--- src/rtl/slsi_pkg.sv ---
// Types, codes and helpers shared by the sorted list store.
package slsi_pkg;

  localparam int IN_VALUE_W = 32;
  localparam int COUNT_W    = 7;

  localparam logic FUNC_INSERT = 1'b0;
  localparam logic FUNC_DELETE = 1'b1;

  typedef struct packed {
    logic                         func;
    logic signed [IN_VALUE_W-1:0] value;
  } in_t;

  typedef struct packed {
    logic               ok;
    logic [COUNT_W-1:0] count;
  } out_t;

  typedef struct packed {
    logic eval;
    logic update;
    logic ins;
  } cell_ctl_t;

  function automatic int tree_levels(int n);
    int lg;
    lg = $clog2(n);
    if (n <= 8) begin
      return 1;
    end
    return (lg + 2) / 3;
  endfunction

endpackage

--- src/rtl/slsi_or_tree.sv ---
// Registered eight-way OR tree that reduces the cells' match flags.
module slsi_or_tree
  import slsi_pkg::*;
#(
  parameter int N = 64
) (
  input  logic         clk,
  input  logic [N-1:0] flags,
  output logic         any
);

  localparam int LEVELS = tree_levels(N);

  logic [N-1:0] lvl [LEVELS+1];

  assign lvl[0] = flags;
  assign any    = lvl[LEVELS][0];

  for (genvar l = 0; l < LEVELS; l++) begin : g_lvl
    localparam int W  = (N + (1 << (3 * l)) - 1) >> (3 * l);
    localparam int WN = (N + (1 << (3 * (l + 1))) - 1) >> (3 * (l + 1));
    logic [N-1:0] nxt;

    always_comb begin
      nxt = '0;
      for (int j = 0; j < WN; j++) begin
        for (int k = 0; k < 8; k++) begin
          if (8 * j + k < W) begin
            nxt[j] = nxt[j] | lvl[l][8 * j + k];
          end
        end
      end
    end

    always_ff @(posedge clk) begin
      lvl[l+1] <= nxt;
    end
  end

endmodule

--- config.mk ---
export PLATFORM = sky130hd
export DESIGN_NAME = slsi_or_tree
export DESIGN_NICKNAME = d
export VERILOG_FILES = /design/src/rtl/slsi_pkg.sv /design/src/rtl/slsi_or_tree.sv
export SDC_FILE = /design/constraint.sdc
export NUM_CORES = 1
export LEC_CHECK = 0
export BUFFER_PORTS_ARGS = -buffer_cell sky130_fd_sc_hd__buf_2
export CAP_MARGIN = 20
export CORE_UTILIZATION = 25
export CTS_CLUSTER_SIZE = 20
export DETAILED_ROUTE_END_ITERATION = 8
export PLACE_DENSITY_LB_ADDON = 0.08
export SLEW_MARGIN = 40
export SYNTH_ARGS = -nofsm -noshare
export SYNTH_HDL_FRONTEND = slang
export SYNTH_SLANG_ARGS = --single-unit
export TNS_END_PERCENT = 50
--- constraint.sdc ---
create_clock -name clk -period 1.32 [get_ports clk]
set_input_delay 0.264 -clock clk [delete_from_list [all_inputs] [get_ports clk]]
set_output_delay 0.264 -clock clk [all_outputs]
set_load 0.02 [all_outputs]
==> Word-level counts from Yosys, hierarchy flattened <==
Index checks and enable logic that the tools add are counted.
{ "totals": {"regBits": 9, "in_bits": 65} }
{ "op_classes": {"bitwise_logic": 63} }
{ "ops": {"columns": ["op", "n"], "rows": [
  ["$or 1x1->1", 63]
]} }

==> Logic depth before layout (Yosys ltp) <==
{ "depth": {"depth_word": 7, "depth_mapped": 2, "ltp_nobuf": 2} }

==> Least setup slack after synthesis <==
OpenSTA, ideal clock, no wires.
{ "synth_path": {"path_type": "reg2reg", "start": "reg lvl[65] (netlist bit)", "end": "reg lvl (netlist bit any)", "setup_ns": 0.124, "arrival_time_ns": 0.585, "setup_slack_ns": 0.611, "path_stages_with_launch": 3, "cell_sequence": "dfxtp_1 nor4_1 nand2_1"} }
{ "synth_between": {"elab_chain_cells": 7} }
{ "synth_lines": {"columns": ["item", "line", "source"], "rows": [
  ["start, declared", "slsi_or_tree.sv:14", "logic [N-1:0] lvl [LEVELS+1];"],
  ["start signal, assigned by index", "slsi_or_tree.sv:36", "lvl[l+1] <= nxt;"],
  ["$or 1x1->1 (7 in series)", "slsi_or_tree.sv:29", "nxt[j] = nxt[j] | lvl[l][8 * j + k];"],
  ["via g_lvl[1].nxt[0]", "slsi_or_tree.sv:22", "logic [N-1:0] nxt;"]
]} }
The timed path passes the listed nets, and every way through them passes these cells.

==> Worst setup path in the final report <==
{ "layout_path": {"start": "reg lvl (netlist bit any)", "end": "out any"} }
{ "layout_rtl": {"columns": ["item", "line", "source"], "rows": [
  ["end, declared", "slsi_or_tree.sv:9", "output logic any"]
]} }
No word-level cell between the ends.

==> load_flow_metrics.sql <==
INSERT INTO impl_metrics (metric_group, metric, value, unit) VALUES
('pwr', 'power.sequential.fraction', '47.3', '%'),
('status', 'run_status', 'finished clean', ''),
('clock_tree', 'cts_tree', 'done', ''),
('clock_tree', 'worstSkewPairLatency', '0.26', 'ns'),
('sta', 'finalSetupViolCount', '0', ''),
('critical_path', 'worstPathRequired', '1.06', 'ns'),
('pwr', 'power_frac_comb', '17.0', '%'),
('clock_tree', 'clock_transition_at_the_registers_of_the_reported_paths', '0.06', 'ns'),
('clock_tree', 'cts_post_setup_buffers_inserted', '0', ''),
('final_layout', 'fillCellCount', '102', ''),
('clock_tree', 'clk_root_buffer_cell', 'clkbuf_4', ''),
('placement', 'placement.cell_area', '669.4', 'um2'),
('yosys', 'synthesis.yosys.warnings', '0', ''),
('routing', 'detail_route.iter0.violations', '5', ''),
('global_routing', 'first_pass_grt_wire_length', '1400', 'um'),
('critical_path', 'crit_path_top_delay_cell', 'dfxtp_1', ''),
('pwr', 'relative_contribution_of_the_clock_network_to_total_power', '35.7', '%'),
('critical_path', 'worstSetupEndpointType', 'output port', ''),
('yosys', 'synth_cells', '36', ''),
('critical_path', 'setup.worst_path.start', 'any', ''),
('global_routing', 'globalRouteMet1Util', '12.64', '%'),
('routing', 'drtAntennaViolNets', '0', ''),
('yosys', 'synth_area', '326.6', 'um2'),
('final_layout', 'drive_gt1_share', '65.71', '%'),
('sta', 'final_period_demand_of_the_worst_path', '0.9672', 'ns'),
('die', 'floorplan.core_area', '1156', 'um2'),
('critical_path', 'cp_num_buf_inv', '1', ''),
('pwr', 'power.density', '826.9', 'nW/um2'),
('sta', 'report.final.slew_viol_count', '0', ''),
('sta', 'tightestPinTransition', '0.2629', 'ns'),
('critical_path', 'reg_to_reg_setup_timing_slack', '0.53', 'ns'),
('sta', 'unrepaired_setup_endpoints_after_global_routing', 'no', ''),
('sta', 'relSlewSlack', '82.31', '%'),
('placement', 'hpwlAfterDp', '937.1', 'um'),
('global_routing', 'pin_count_of_the_biggest_net_entering_global_routing', '7', ''),
('pwr', 'vdd.ir_drop.worst', '0.7447', 'mV'),
('final_layout', 'layout_nets', '171', ''),
('pwr', 'switchingPower', '0.0001214', 'W'),
('global_routing', 'track_usage', '14.44', '%'),
('routing', 'drt-wirelength-per-cell', '8.361', 'um'),
('sta', 'timing.final.crit_share', '73.27', '%'),
('global_routing', 'grt_remaining_overflow', '0', ''),
('die', 'dieWidth', '38.14', 'um'),
('clock_tree', 'cts_num_sinks', '9', ''),
('critical_path', 'timing.rr.start', 'lvl[65]', ''),
('routing', 'route.detailed.drc', '0', ''),
('final_layout', 'n_antenna_cell', '0', ''),
('placement', 'finalWeightedCongestion', '0.6745', ''),
('critical_path', 'critPathArrivalTime', '0.70', 'ns'),
('flow_run', 'max-cap-violations', '0', ''),
('yosys', 'syn-mean-instance-area', '9.071', 'um2'),
('routing', 'firstDrtPassIters', '4', ''),
('global_routing', 'grt_pass1_vias', '398', ''),
('clock_tree', 'clock_tree.buffer_depth', '2', ''),
('sta', 'achievable-frequency', '1034', 'MHz'),
('pwr', 'power_report.internal_total', '0.0004549', 'W'),
('routing', 'routed_wl', '995', 'um'),
('hold_path', 'hold_path.startpoint', 'flags[47]', ''),
('global_routing', 'grt_most_used_layer', 'met2', ''),
('die', 'die_area', '1455', 'um2'),
('clock_tree', 'ctsHoldBuffers', '0', ''),
('critical_path', 'cp_cell_sequence', 'buf_2', ''),
('critical_path', 'critical_path.max_stage_delay', '0.30', 'ns'),
('die', 'floorplan.initialDensity', '28.25', '%'),
('final_layout', 'area.growth.synth_to_final', '113.4', '%'),
('yosys', 'synth_cell_type_count', '3', ''),
('critical_path', 'crit_family', 'flip-flops', ''),
('sta', 'worst_clock_skew', '0.001028', 'ns'),
('global_routing', 'grt_util_met2', '26.27', '%'),
('clock_tree', 'cts.repair.resized', '0', ''),
('critical_path', 'worst-path-max-fanout', '1', '');
cell usage after synthesis, drive strengths merged:
cell	instances	area share [%]
nor4	18	34
nand2	9	10
dfxtp	9	55
metal layers:
| layer | wire length [um] | vias up |
|---|---|---|
| li1 | - | 282 |
| met3 | 108 | 0 |
| met4 | 0 | 0 |
| met5 | 0 | - |
| met2 | 540 | 30 |
| met1 | 346 | 221 |
power by group through the flow:
stage	clock network [W]	logic [W]	registers, W
4_1_cts	0.000217	0.0000994	0.000272
3_3_place_gp	0	0.0000972	0.000279
5_1_grt	0.000229	0.000108	0.000272
2_1_floorplan	0	0.00000913	0.000279
6_report	0.000206	0.0000982	0.000273
3_5_place_dp	0	0.0000993	0.000279
cell families (layout without fill, tap and decap cells):
kind of cell,count (synthesis),in the layout,synth area share (%)
simple gates,27,27,44.83
buf+inv,0,69,0
flops,9,9,55.17
per-stage QoR:
step	util, %	worst slack, ns	std cells	total power (W)	hold slack, ns
2_1_floorplan	-	0.6112	36	0.0002877	0.3549
5_1_grt	60.28	0.3017	119	0.0006095	0.1711
4_1_cts	60.28	0.3425	119	0.0005886	0.1718
6_report	60.28	0.3528	119	0.0005763	0.1832
3_3_place_gp	57.90	0.4690	115	0.0003759	0.3978
3_5_place_dp	57.90	0.4489	115	0.0003780	0.3979
layout by cell type (no fill, tap or decap):
master    netlist  routed
dfxtp_1         9       9
buf_2           0      65
clkinv_2        0       1
clkbuf_4        0       3
nor4_1         18      18
nand2_1         9       9
path summary, 6_finish.rpt:
kind	cells past startpoint	end
setup / recovery	1	any
hold reg to reg	2	any
hold / removal	3	lvl[69]
setup reg to reg	2	any
cell type report:
type	count	area (um2)	area share (%)
Sequential cell	9	180.2	25.85
Multi-Input combinational cell	27	146.4	21.01
Clock inverter	1	5.005	0.7181
Timing Repair Buffer	65	325.3	46.68
Tap cell	14	17.52	2.513
Clock buffer	3	22.52	3.232
state kept, by name, indices dropped and copies added (netlist names):
register	cells
any	1
lvl	8
(Power assumes the default switching activity.)
