File: config.mk
export PLATFORM = sky130hd
export DESIGN_NAME = slsi_cell
export DESIGN_NICKNAME = d
export VERILOG_FILES = /design/src/rtl/slsi_pkg.sv /design/src/rtl/slsi_cell.sv
export SDC_FILE = /design/constraint.sdc
export NUM_CORES = 1
export LEC_CHECK = 0
export BUFFER_PORTS_ARGS = -buffer_cell sky130_fd_sc_hd__buf_2
export CORE_MARGIN = 4
export CORE_UTILIZATION = 49
export CTS_CLUSTER_SIZE = 14
export DETAILED_ROUTE_END_ITERATION = 8
export PLACE_DENSITY = 0.87
export SLEW_MARGIN = 20
export SYNTH_ARGS = -nofsm -noshare
export SYNTH_HDL_FRONTEND = slang
export SYNTH_SLANG_ARGS = --single-unit
File: constraint.sdc
create_clock -name clk -period 6.9 [get_ports clk]
set_input_delay 2.07 -clock clk [delete_from_list [all_inputs] [get_ports clk]]
set_output_delay 2.07 -clock clk [all_outputs]
set_load 0.01 [all_outputs]
File: src/rtl/slsi_pkg.sv
// Types, codes and helpers shared by the sorted list store.
package slsi_pkg;

  localparam int IN_VALUE_W = 32;
  localparam int COUNT_W    = 7;

  localparam logic FUNC_INSERT = 1'b0;
  localparam logic FUNC_DELETE = 1'b1;

  typedef struct packed {
    logic                         func;
    logic signed [IN_VALUE_W-1:0] value;
  } in_t;

  typedef struct packed {
    logic               ok;
    logic [COUNT_W-1:0] count;
  } out_t;

  typedef struct packed {
    logic eval;
    logic update;
    logic ins;
  } cell_ctl_t;

  function automatic int tree_levels(int n);
    int lg;
    lg = $clog2(n);
    if (n <= 8) begin
      return 1;
    end
    return (lg + 2) / 3;
  endfunction

endpackage

File: src/rtl/slsi_cell.sv
// One storage cell of the sorted chain: an entry, its compare flags and its shift logic.
module slsi_cell
  import slsi_pkg::*;
#(
  parameter int IDX = 0,
  parameter int VW  = 32,
  parameter int HW  = 7
) (
  input  logic          clk,
  input  cell_ctl_t     ctl,
  input  logic [VW-1:0] v,
  input  logic [HW-1:0] held,
  input  logic [VW-1:0] prev_entry,
  input  logic          prev_gt,
  input  logic [VW-1:0] next_entry,
  output logic [VW-1:0] entry,
  output logic          gt,
  output logic          eq
);

  localparam logic [HW-1:0] IDX_H = HW'(IDX);

  logic ge;
  logic occ;

  assign occ = (held > IDX_H);

  always_ff @(posedge clk) begin
    if (ctl.eval) begin
      gt <= occ && ($signed(entry) > $signed(v));
      ge <= occ && ($signed(entry) >= $signed(v));
      eq <= occ && (entry == v);
    end
    if (ctl.update) begin
      if (ctl.ins) begin
        if (prev_gt) begin
          entry <= prev_entry;
        end else if (gt || (held == IDX_H)) begin
          entry <= v;
        end
      end else if (ge) begin
        entry <= next_entry;
      end
    end
  end

endmodule

# [Word level (Yosys, flattened, before mapping)]
# Cells that the tools add are included.
[totals] reg_bits=35 in_bits=108 elab_cells=20
[classes] order_cmp=3 n_eq_ne=2 n_mux=4 n_reduce_logical=7
[ops] operator="$mux 32" n=4
[ops] operator="$eq 32x32->1" n=1
[ops] operator="$ge 32x32->1" n=1
[ops] operator="$gt 32x32->1" n=1
[ops] operator="$gt 7x1->1 const B" n=1
[ops] operator="$logic_not 7->1" n=1
[ops] operator="$logic_and 1x1->1" n=3
[ops] operator="$ne 3x1->1 const B" n=1
[ops] operator="$reduce_and 3->1" n=1
[ops] operator="$reduce_bool 2->1" n=1
[ops] operator="$logic_or 1x1->1" n=1

# [Depth between registers and ports, before layout]
# Gate-level depths: netlist of run 1.
[depth] depth_word=5 mapped_depth=8 ltp_nobuf=8

# [Least setup slack after synthesis of run 1]
# Ideal clock, no wire load.
[synth_path] kind="input port to flip-flop" from="input port held[2]" to="register entry[0], enable pin" setup_time_ps=432 t_arrival_ps=4630 required_time_ps=6468 slack_ps=1838 stages=4 n_path_buf=0 cell_sequence="or4_1 -> nor4_1 -> nor3_1 -> a21oi_1"
[synth_between] elab_chain_cells=4
[synth_lines] element="from (decl)" line_no="slsi_cell.sv:12" source="input logic [HW-1:0] held,"
[synth_lines] element="$logic_not 7->1" line_no="slsi_cell.sv:38" source="end else if (gt || (held == IDX_H)) begin"
[synth_lines] element="$logic_or 1x1->1" line_no="slsi_cell.sv:38"
[synth_lines] element="$ne 3x1->1 (no line)"
[synth_lines] element="$reduce_and 3->1 (no line)"
[synth_lines] element="to (signal assigned)" line_no="slsi_cell.sv:37" source="entry <= prev_entry;"
[synth_lines] element="to (signal assigned)" line_no="slsi_cell.sv:39" source="entry <= v;"
[synth_lines] element="to (signal assigned)" line_no="slsi_cell.sv:42" source="entry <= next_entry;"
[synth_lines] element="to (decl)" line_no="slsi_cell.sv:16" source="output logic [VW-1:0] entry,"
# Every way passes these cells.
# A chain may end at the register's enable or synchronous reset.

# [Worst setup path after layout of run 1]
[layout_path] from="input port held[2]" to="register entry[18], enable pin"
# The elaborated chain is that of the path after synthesis.

==> results.txt, run 1 <==
- Status: finished, final reports clean
- Reg2reg start: entry[19]
* Post-synthesis cell area: 0.00257 mm²
* Setup repair after global routing missed its margin: false
- Latest clock arrival within the worst-skew pair: 0.28 ns
- Leakage component of the power: 1.79 nW
- Wire length of the first global-routing pass: 9870 µm
- Min Tclk post-route: 4.12 ns
- Area of all placed cells without fillers: 0.00349 mm²
- Leading cell types in the layout, fill and taps excluded: sky130_fd_sc_hd__buf_2, sky130_fd_sc_hd__a21oi_1, sky130_fd_sc_hd__nor2_1, sky130_fd_sc_hd__edfxtp_1, sky130_fd_sc_hd__inv_1
- Fin nets: 547
- The worst setup path is launched from a primary input.
* Storage element area: 0.00105 mm²
- Maximum number of buffers from clock root to sink: 2
- Synth warn: 0
* Power, Total: 0.643 mW
- First element of the critical path: held[2]
- Grt total ovfl: 0
* TritonCTS clock tree: done
- The die is 80.5 µm tall.
- In the routed design, unresolved DRC markers number 0.
- Fill cells in the final layout number 409.
- Critical Path Fanout Max: 19
- Endpoint kind of the worst setup timing path: register
- The number of global-route vias before repair was 2336.
- STA puts the critical path data required time at 6.89 ns.
- The critical path is of the primary input to register type.
- The initial utilization of the core area, before any placement, comes to 0.504.
- Part of the Yosys area used for sequential elements: 0.409
- Antenna cells: 0
* Global-route usage over all layers: 0.196
* Synthesized Nets: 408
* Worst path buffer plus inverter count: 2
- Via count of the routed design: 2425
- Number of clock buffers inserted by TritonCTS: 5
- At the end of routability-driven placement, the weighted congestion stood at 0.761.
* Number of enable flip-flop cells after synthesis: 35
- Area of the die: 0.00647 mm²
- Post-DP Area: 0.00334 mm²
- In the routed layout, each cell is associated on average with a via count of 5.07.
- After floorplanning, the core was sized to cover 0.00511 mm².
- Area added between synthesis and finish: 35.7%
- Pin count of the biggest net entering global routing: 67
* First-iteration detailed-routing DRC count: 65
* Critical-path top delay cell: sky130_fd_sc_hd__a21oi_4
- CTS built an H-tree with a depth of 2.
- For this design the ratio of total power to cell area is 184 mW/mm².
- VDD sags by at most 0.110 mV.
* Min Hold Slack: 0.883 ns
- Max frequency: 243 MHz
- After detailed routing, the total wire length is 6280 µm.
- CP Cell Sequence: buf_2 -> or4_1 -> nor4_1 -> nor3_1 -> a21oi_4 -> buf_8
- The number of max-slew violations in the final report is 0.
- Measured against its own limit, the worst slew margin works out to 0.358.
* Max cap viols: 0
* Clock sinks: 35
- IO buf count: 141
- In this run the horizontal extent of the chip is 80.5 µm.
* Standard-cell rows: 26
* Number of antenna violations at the first check in global routing: 0
- Share of final-layout standard cells stronger than drive strength 1: 0.377
* Core utilization of the finished layout: 0.683
- Counting distinct cell types in the post-synthesis netlist gives 28.
- Across the routed clock network, the largest skew measured is 0.00553 ns.
- Number of synthesized register bits: 35
* Largest stage delay, worst path: 0.61 ns
- Number of failing setup endpoints in the final timing report: 0
- Final hold violation count: 0
- Of all flip-flops after synthesis, the portion carrying an async set or reset was 0.
- After clock tree synthesis, the clock-pin slew on the worst setup and hold paths is 0.08 ns.
* Aggregate negative setup slack: 0 ns
- Routed wirelength normalized by instance count: 13.1 µm
- Worst-case setup margin in the final layout: 2.78 ns
- After the flow finishes, the layout carries non-filler instances totaling 478.
* Footprint of the multi-input gates: 0.00136 mm²
* Leading cell type in the layout, fill and taps excluded: sky130_fd_sc_hd__buf_2
- Before antenna repair, the detailed router went through 4 iterations.
- Synthesized area divided by synthesized cell count: 9.60 µm²
* Count of nets left with antenna violations after detail routing: 0
- Number of primary I/O pins: 142
- Pre-CTS setup slack: 2.31 ns
- In this run the most critical hold path is launched from entry[31].
- Least-Margin Pin Slew: 0.962 ns
- Share of the clock period used by the worst path: 0.596
* Ys flop type: sky130_fd_sc_hd__edfxtp_1
- After clock tree synthesis, the flow added hold-fix buffers numbering 0.
- In this run the worst hold path is classified as register to register.
* Synthesized instance count: 268
- Among cell families on the critical path, the largest total delay comes from simple AND/OR/NAND/NOR gates.
- Data arrival at the endpoint of the critical path: 4.11 ns
- DP HPWL: 5140 µm
- In this run, placement finished with an instance count of 469.
- The number of gates resized after CTS was 0.
* Post-CTS setup buffer count: 0
- The tree is rooted in a sky130_fd_sc_hd__clkbuf_8.
Yosys cell counts (2+ instances only):
master | n | share of area
sky130_fd_sc_hd__edfxtp_1 | 35 | 0.41
sky130_fd_sc_hd__clkbuf_1 | 8 | 0.012
sky130_fd_sc_hd__a21oi_1 | 47 | 0.091
sky130_fd_sc_hd__mux2i_1 | 32 | 0.12
sky130_fd_sc_hd__nand2_1 | 6 | 0.0088
sky130_fd_sc_hd__o21ai_0 | 5 | 0.0097
sky130_fd_sc_hd__nor3_1 | 3 | 0.0058
sky130_fd_sc_hd__a21o_1 | 2 | 0.0058
sky130_fd_sc_hd__inv_1 | 33 | 0.048
sky130_fd_sc_hd__ha_1 | 32 | 0.16
sky130_fd_sc_hd__nor2_1 | 35 | 0.051
sky130_fd_sc_hd__nand4_1 | 6 | 0.015
sky130_fd_sc_hd__buf_2 | 3 | 0.0058
sky130_fd_sc_hd__nor4_1 | 3 | 0.0073
sky130_fd_sc_hd__nand3_1 | 5 | 0.0097
cell families (layout without fill, tap and decap cells):
| logic type | after synthesis | in the layout | share of synthesized area |
|---|---|---|---|
| and+or+nand+nor | 64 | 64 | 0.116 |
| adders and majority gates | 32 | 32 | 0.156 |
| AOI/OAI and AO/OA | 61 | 61 | 0.129 |
| buffers and inverters | 44 | 184 | 0.0657 |
| muxes | 32 | 32 | 0.125 |
| DFF | 35 | 35 | 0.409 |
path summary, 6_finish.rpt:
path	endpoint	slack (ns)	depth (start not counted)
setup reg to reg	gt	4.57	7
hold / removal	ge	0.88	3
hold reg to reg	ge	0.88	3
setup / recovery	entry[18]	2.78	6
where the power goes:
group	switching [mW]	internal [mW]
Clock	0.0776	0.144
Sequential	0.00854	0.258
Combinational	0.0814	0.0738
Total	0.168	0.476
per-layer routing:
layer / global-route usage / vias up / routed length, µm
met5: 0 / - / 0
met4: 0.0574 / 0 / 70
met3: 0.0460 / 6 / 526
met2: 0.367 / 90 / 3170
met1: 0.219 / 1076 / 2520
li1: - / 1253 / -
cell type report:
cell class,count,share of cell area
inverters,33,0.0355
well taps,70,0.0251
flip-flops and latches,35,0.301
repair buffers,143,0.209
clock buffers,5,0.0197
clock inverters,3,0.0194
multi-input cells,189,0.391
worst register-to-register path, delay by kind of cell (launching register included):
kind | cells | cell delay, ns
fa+ha+maj | 1 | 0.32
simple gates | 2 | 0.85
compound gates | 4 | 0.63
flops | 1 | 0.40
state kept, by name (all words and copies together) (netlist names):
register,flops
gt,1
entry,32
ge,1
eq,1
No activity file was read; power rests on OpenSTA's default activity.
==> run 2: changes to the inputs <==
- CORE_UTILIZATION: 49 -> 41
- PLACE_DENSITY: 0.87 -> 0.78
- clock period: 6.9 -> 3.6 ns (I/O delays scaled with it)
==> run 2 against run 1 <==
  * Die area grew 17%
  * Cell count grew 1.7%
  * Clock power grew 21%
  * Sequential power grew 92%
  * Utilization shrank 11 points
  * Power grew 68%
  * Clock skew grew 0.0015 ns
  * Critical endpoint is now gt
==> results.txt, run 2 (synthesized netlist as in run 1, its figures left out) <==
* Status: finished, final reports clean (unchanged)
* Number of primary I/O pins: 142 (unchanged)
* Number of buffers inserted by hold repair at cts: 0 (unchanged)
- The number of inserted diodes was 0 (unchanged).
- Max cap viols: 0 (unchanged)
- The design area was 0.00346 mm² (was 0.00349 mm²).
* Number of failing setup endpoints in the final timing report: 0 (unchanged)
* Storage element area: 0.00105 mm² (unchanged)
- Critical path launch point type: primary input (unchanged)
- Largest register by flop count: entry (unchanged)
* Global-route usage over all layers: 0.179 (was 0.196)
- Power, Total: 1.08 mW (was 0.643 mW)
* Flip-flop count of the largest register after layout: 32 (unchanged)
- The count of input and output buffers was 141 (unchanged).
- The share of final-layout standard cells stronger than drive strength 1 was 0.375 (was 0.377).
- The commonest non-fill, non-tap cell in the layout is sky130_fd_sc_hd__buf_2 (unchanged).
- Footprint of the multi-input gates: 0.00136 mm² (unchanged)
- The maximum fanout along the worst path was 5 (was 19).
- Post-CTS setup buffer count: 0 (unchanged)
* Final Max Tran Viols: 0 (unchanged)
* Standard-cell rows: 28 (was 26)
* Min Hold Slack: 0.842 ns (was 0.883 ns)
- Routed wirelength normalized by instance count: 13.9 µm (was 13.1 µm)
- The weighted congestion reported at the end of routability-driven placement came to 0.789 (was 0.761).
- The width of the die is 87.2 µm (was 80.5 µm).
- The beginning of the worst register-to-register path was entry[30] (was entry[19]).
- The sum of routed wire length over all layers was 6780 µm (was 6280 µm).
- The power density of the placed cells was 312 mW/mm² (was 184 mW/mm²).
- The clock tree buffer depth is 2 (unchanged).
- Area added between synthesis and finish: 34.3% (was 35.7%)
* Least-Margin Pin Slew: 0.537 ns (was 0.962 ns)
- The chip height was 87.2 µm (was 80.5 µm).
* Leakage component of the power: 1.78 nW (was 1.79 nW)
- The number of global-route vias before repair is 2340 (was 2336).
* Count of cells along the worst register-to-register path: 7 (unchanged)
* Setup repair after global routing missed its margin: false (unchanged)
- Vias per cell: 4.95 (was 5.07)
- The post-cts repair resize count came to 0 (unchanged).
- Max frequency: 351 MHz
- The latest clock arrival within the worst-skew pair came to 0.29 ns (was 0.28 ns).
- The pin count of the biggest net entering global routing was 40 (was 67).
- The remaining max-slew budget at the tightest pin was 0.642 (was 0.358).
- The number of fillers in the final layout was 541 (was 409).
- Required time of the critical path: 3.75 ns (was 6.89 ns)
- Leading cell types in the layout, fill and taps excluded: sky130_fd_sc_hd__buf_2, sky130_fd_sc_hd__a21oi_1, sky130_fd_sc_hd__nor2_1, sky130_fd_sc_hd__edfxtp_1, sky130_fd_sc_hd__inv_1 (unchanged)
- The half-perimeter wire length of the detailed placement result came to 5590 µm (was 5140 µm).
* Peak VDD IR: 0.180 mV (was 0.110 mV)
* Type of the worst min-delay path: register to register (unchanged)
* 1st-pass router iterations: 4 (unchanged)
- The worst-case clock skew is 0.00700 ns (was 0.00553 ns).
- The origin of the worst setup path is v[31] (was held[2]).
- Startpoint of the worst hold path: entry[31] (unchanged)
- Data arrival at the endpoint of the critical path: 3.00 ns (was 4.11 ns)
* First-iteration detailed-routing DRC count: 47 (was 65)
* Grt total ovfl: 0 (unchanged)
* Min Tclk post-route: 2.85 ns
- Count of nets left with antenna violations after detail routing: 0 (unchanged)
- The core area is 0.00599 mm² (was 0.00511 mm²).
* TritonCTS clock tree: done (unchanged)
- The total number of vias came to 2405 (was 2425).
* Residual DRC count: 0 (unchanged)
- Post-DP Area: 0.00338 mm² (was 0.00334 mm²)
- Endpoint kind of the worst setup timing path: register (unchanged)
* Min-Delay Path Depth: 3 (unchanged)
- The type of the worst setup path is primary input to register (unchanged).
- The starting utilization of the core area came to 0.429 (was 0.504).
* Number of clock buffers inserted by TritonCTS: 5 (unchanged)
- The total die area was 0.00761 mm² (was 0.00647 mm²).
- Final hold violation count: 0 (unchanged)
* Clock slew at the register clock pins of the worst setup and hold paths: 0.07 ns (was 0.08 ns)
* H-tree depth reported by CTS: 2 (unchanged)
* Clock sinks: 35 (unchanged)
* Wire length of the first global-routing pass: 10600 µm (was 9870 µm)
* CTS Root Cell: sky130_fd_sc_hd__clkbuf_8 (unchanged)
* Aggregate negative setup slack: 0 ns (unchanged)
* Share of the clock period used by the worst path: 0.792
- Fin nets: 550 (was 547)
* Number of antenna violations at the first check in global routing: 0 (unchanged)
* Core utilization of the finished layout: 0.577 (was 0.683)
-- run 2: cell types whose count changed in the layout (fill, tap and decap cells not counted), sizes merged --
cell,previous run,this run
clkinv,0,2
bufinv,2,0
clkbuf,5,6
buf,143,146
clkinvlp,1,0
-- run 2: report_power, final --
group	internal (mW)	total [mW]	switching, mW	leakage (nW)
Clock	0.132	0.269	0.138	0.0403
Combinational	0.141	0.298	0.157	1.41
Sequential	0.494	0.511	0.0168	0.331
-- run 2: worst max-delay path: stages --
cell,delay [ns]
sky130_fd_sc_hd__buf_2,0.09
sky130_fd_sc_hd__inv_1,0.04
sky130_fd_sc_hd__ha_1,0.34
sky130_fd_sc_hd__nand4_1,0.19
sky130_fd_sc_hd__nor3_1,0.08
sky130_fd_sc_hd__a22oi_1,0.19
sky130_fd_sc_hd__or4b_4,0.50
sky130_fd_sc_hd__or3_1,0.34
sky130_fd_sc_hd__a21oi_2,0.15
-- run 2: final timing paths --
path,endpoint,slack [ns]
worst max-delay path,gt,0.75
worst min-delay path,ge,0.84
worst max register to register,gt,1.26
worst min register to register,ge,0.84
-- run 2: area by class of cell --
class,instances,area share
tap,75,0.0272
clock buffer,6,0.0210
clock inverter,2,0.00217
inverter,33,0.0358
sequential,35,0.304
multi-input combinational,189,0.395
timing repair buffer,146,0.215
-- run 2: per-stage QoR --
| step | setup WS [ns] | cells |
|---|---|---|
| after floorplan | 0.216 | 268 |
| after global placement | 0.504 | 478 |
| after detailed placement | 0.431 | 478 |
| after CTS | 0.734 | 486 |
| after global routing | 0.590 | 486 |
| final | 0.750 | 486 |
-- run 2: layer usage --
layer,global-route usage,vias to the layer above,share of wire
li1,-,1259,-
met4,0.0544,0,0.012
met2,0.331,88,0.51
met1,0.205,1051,0.39
met5,0,-,0
met3,0.0397,7,0.086
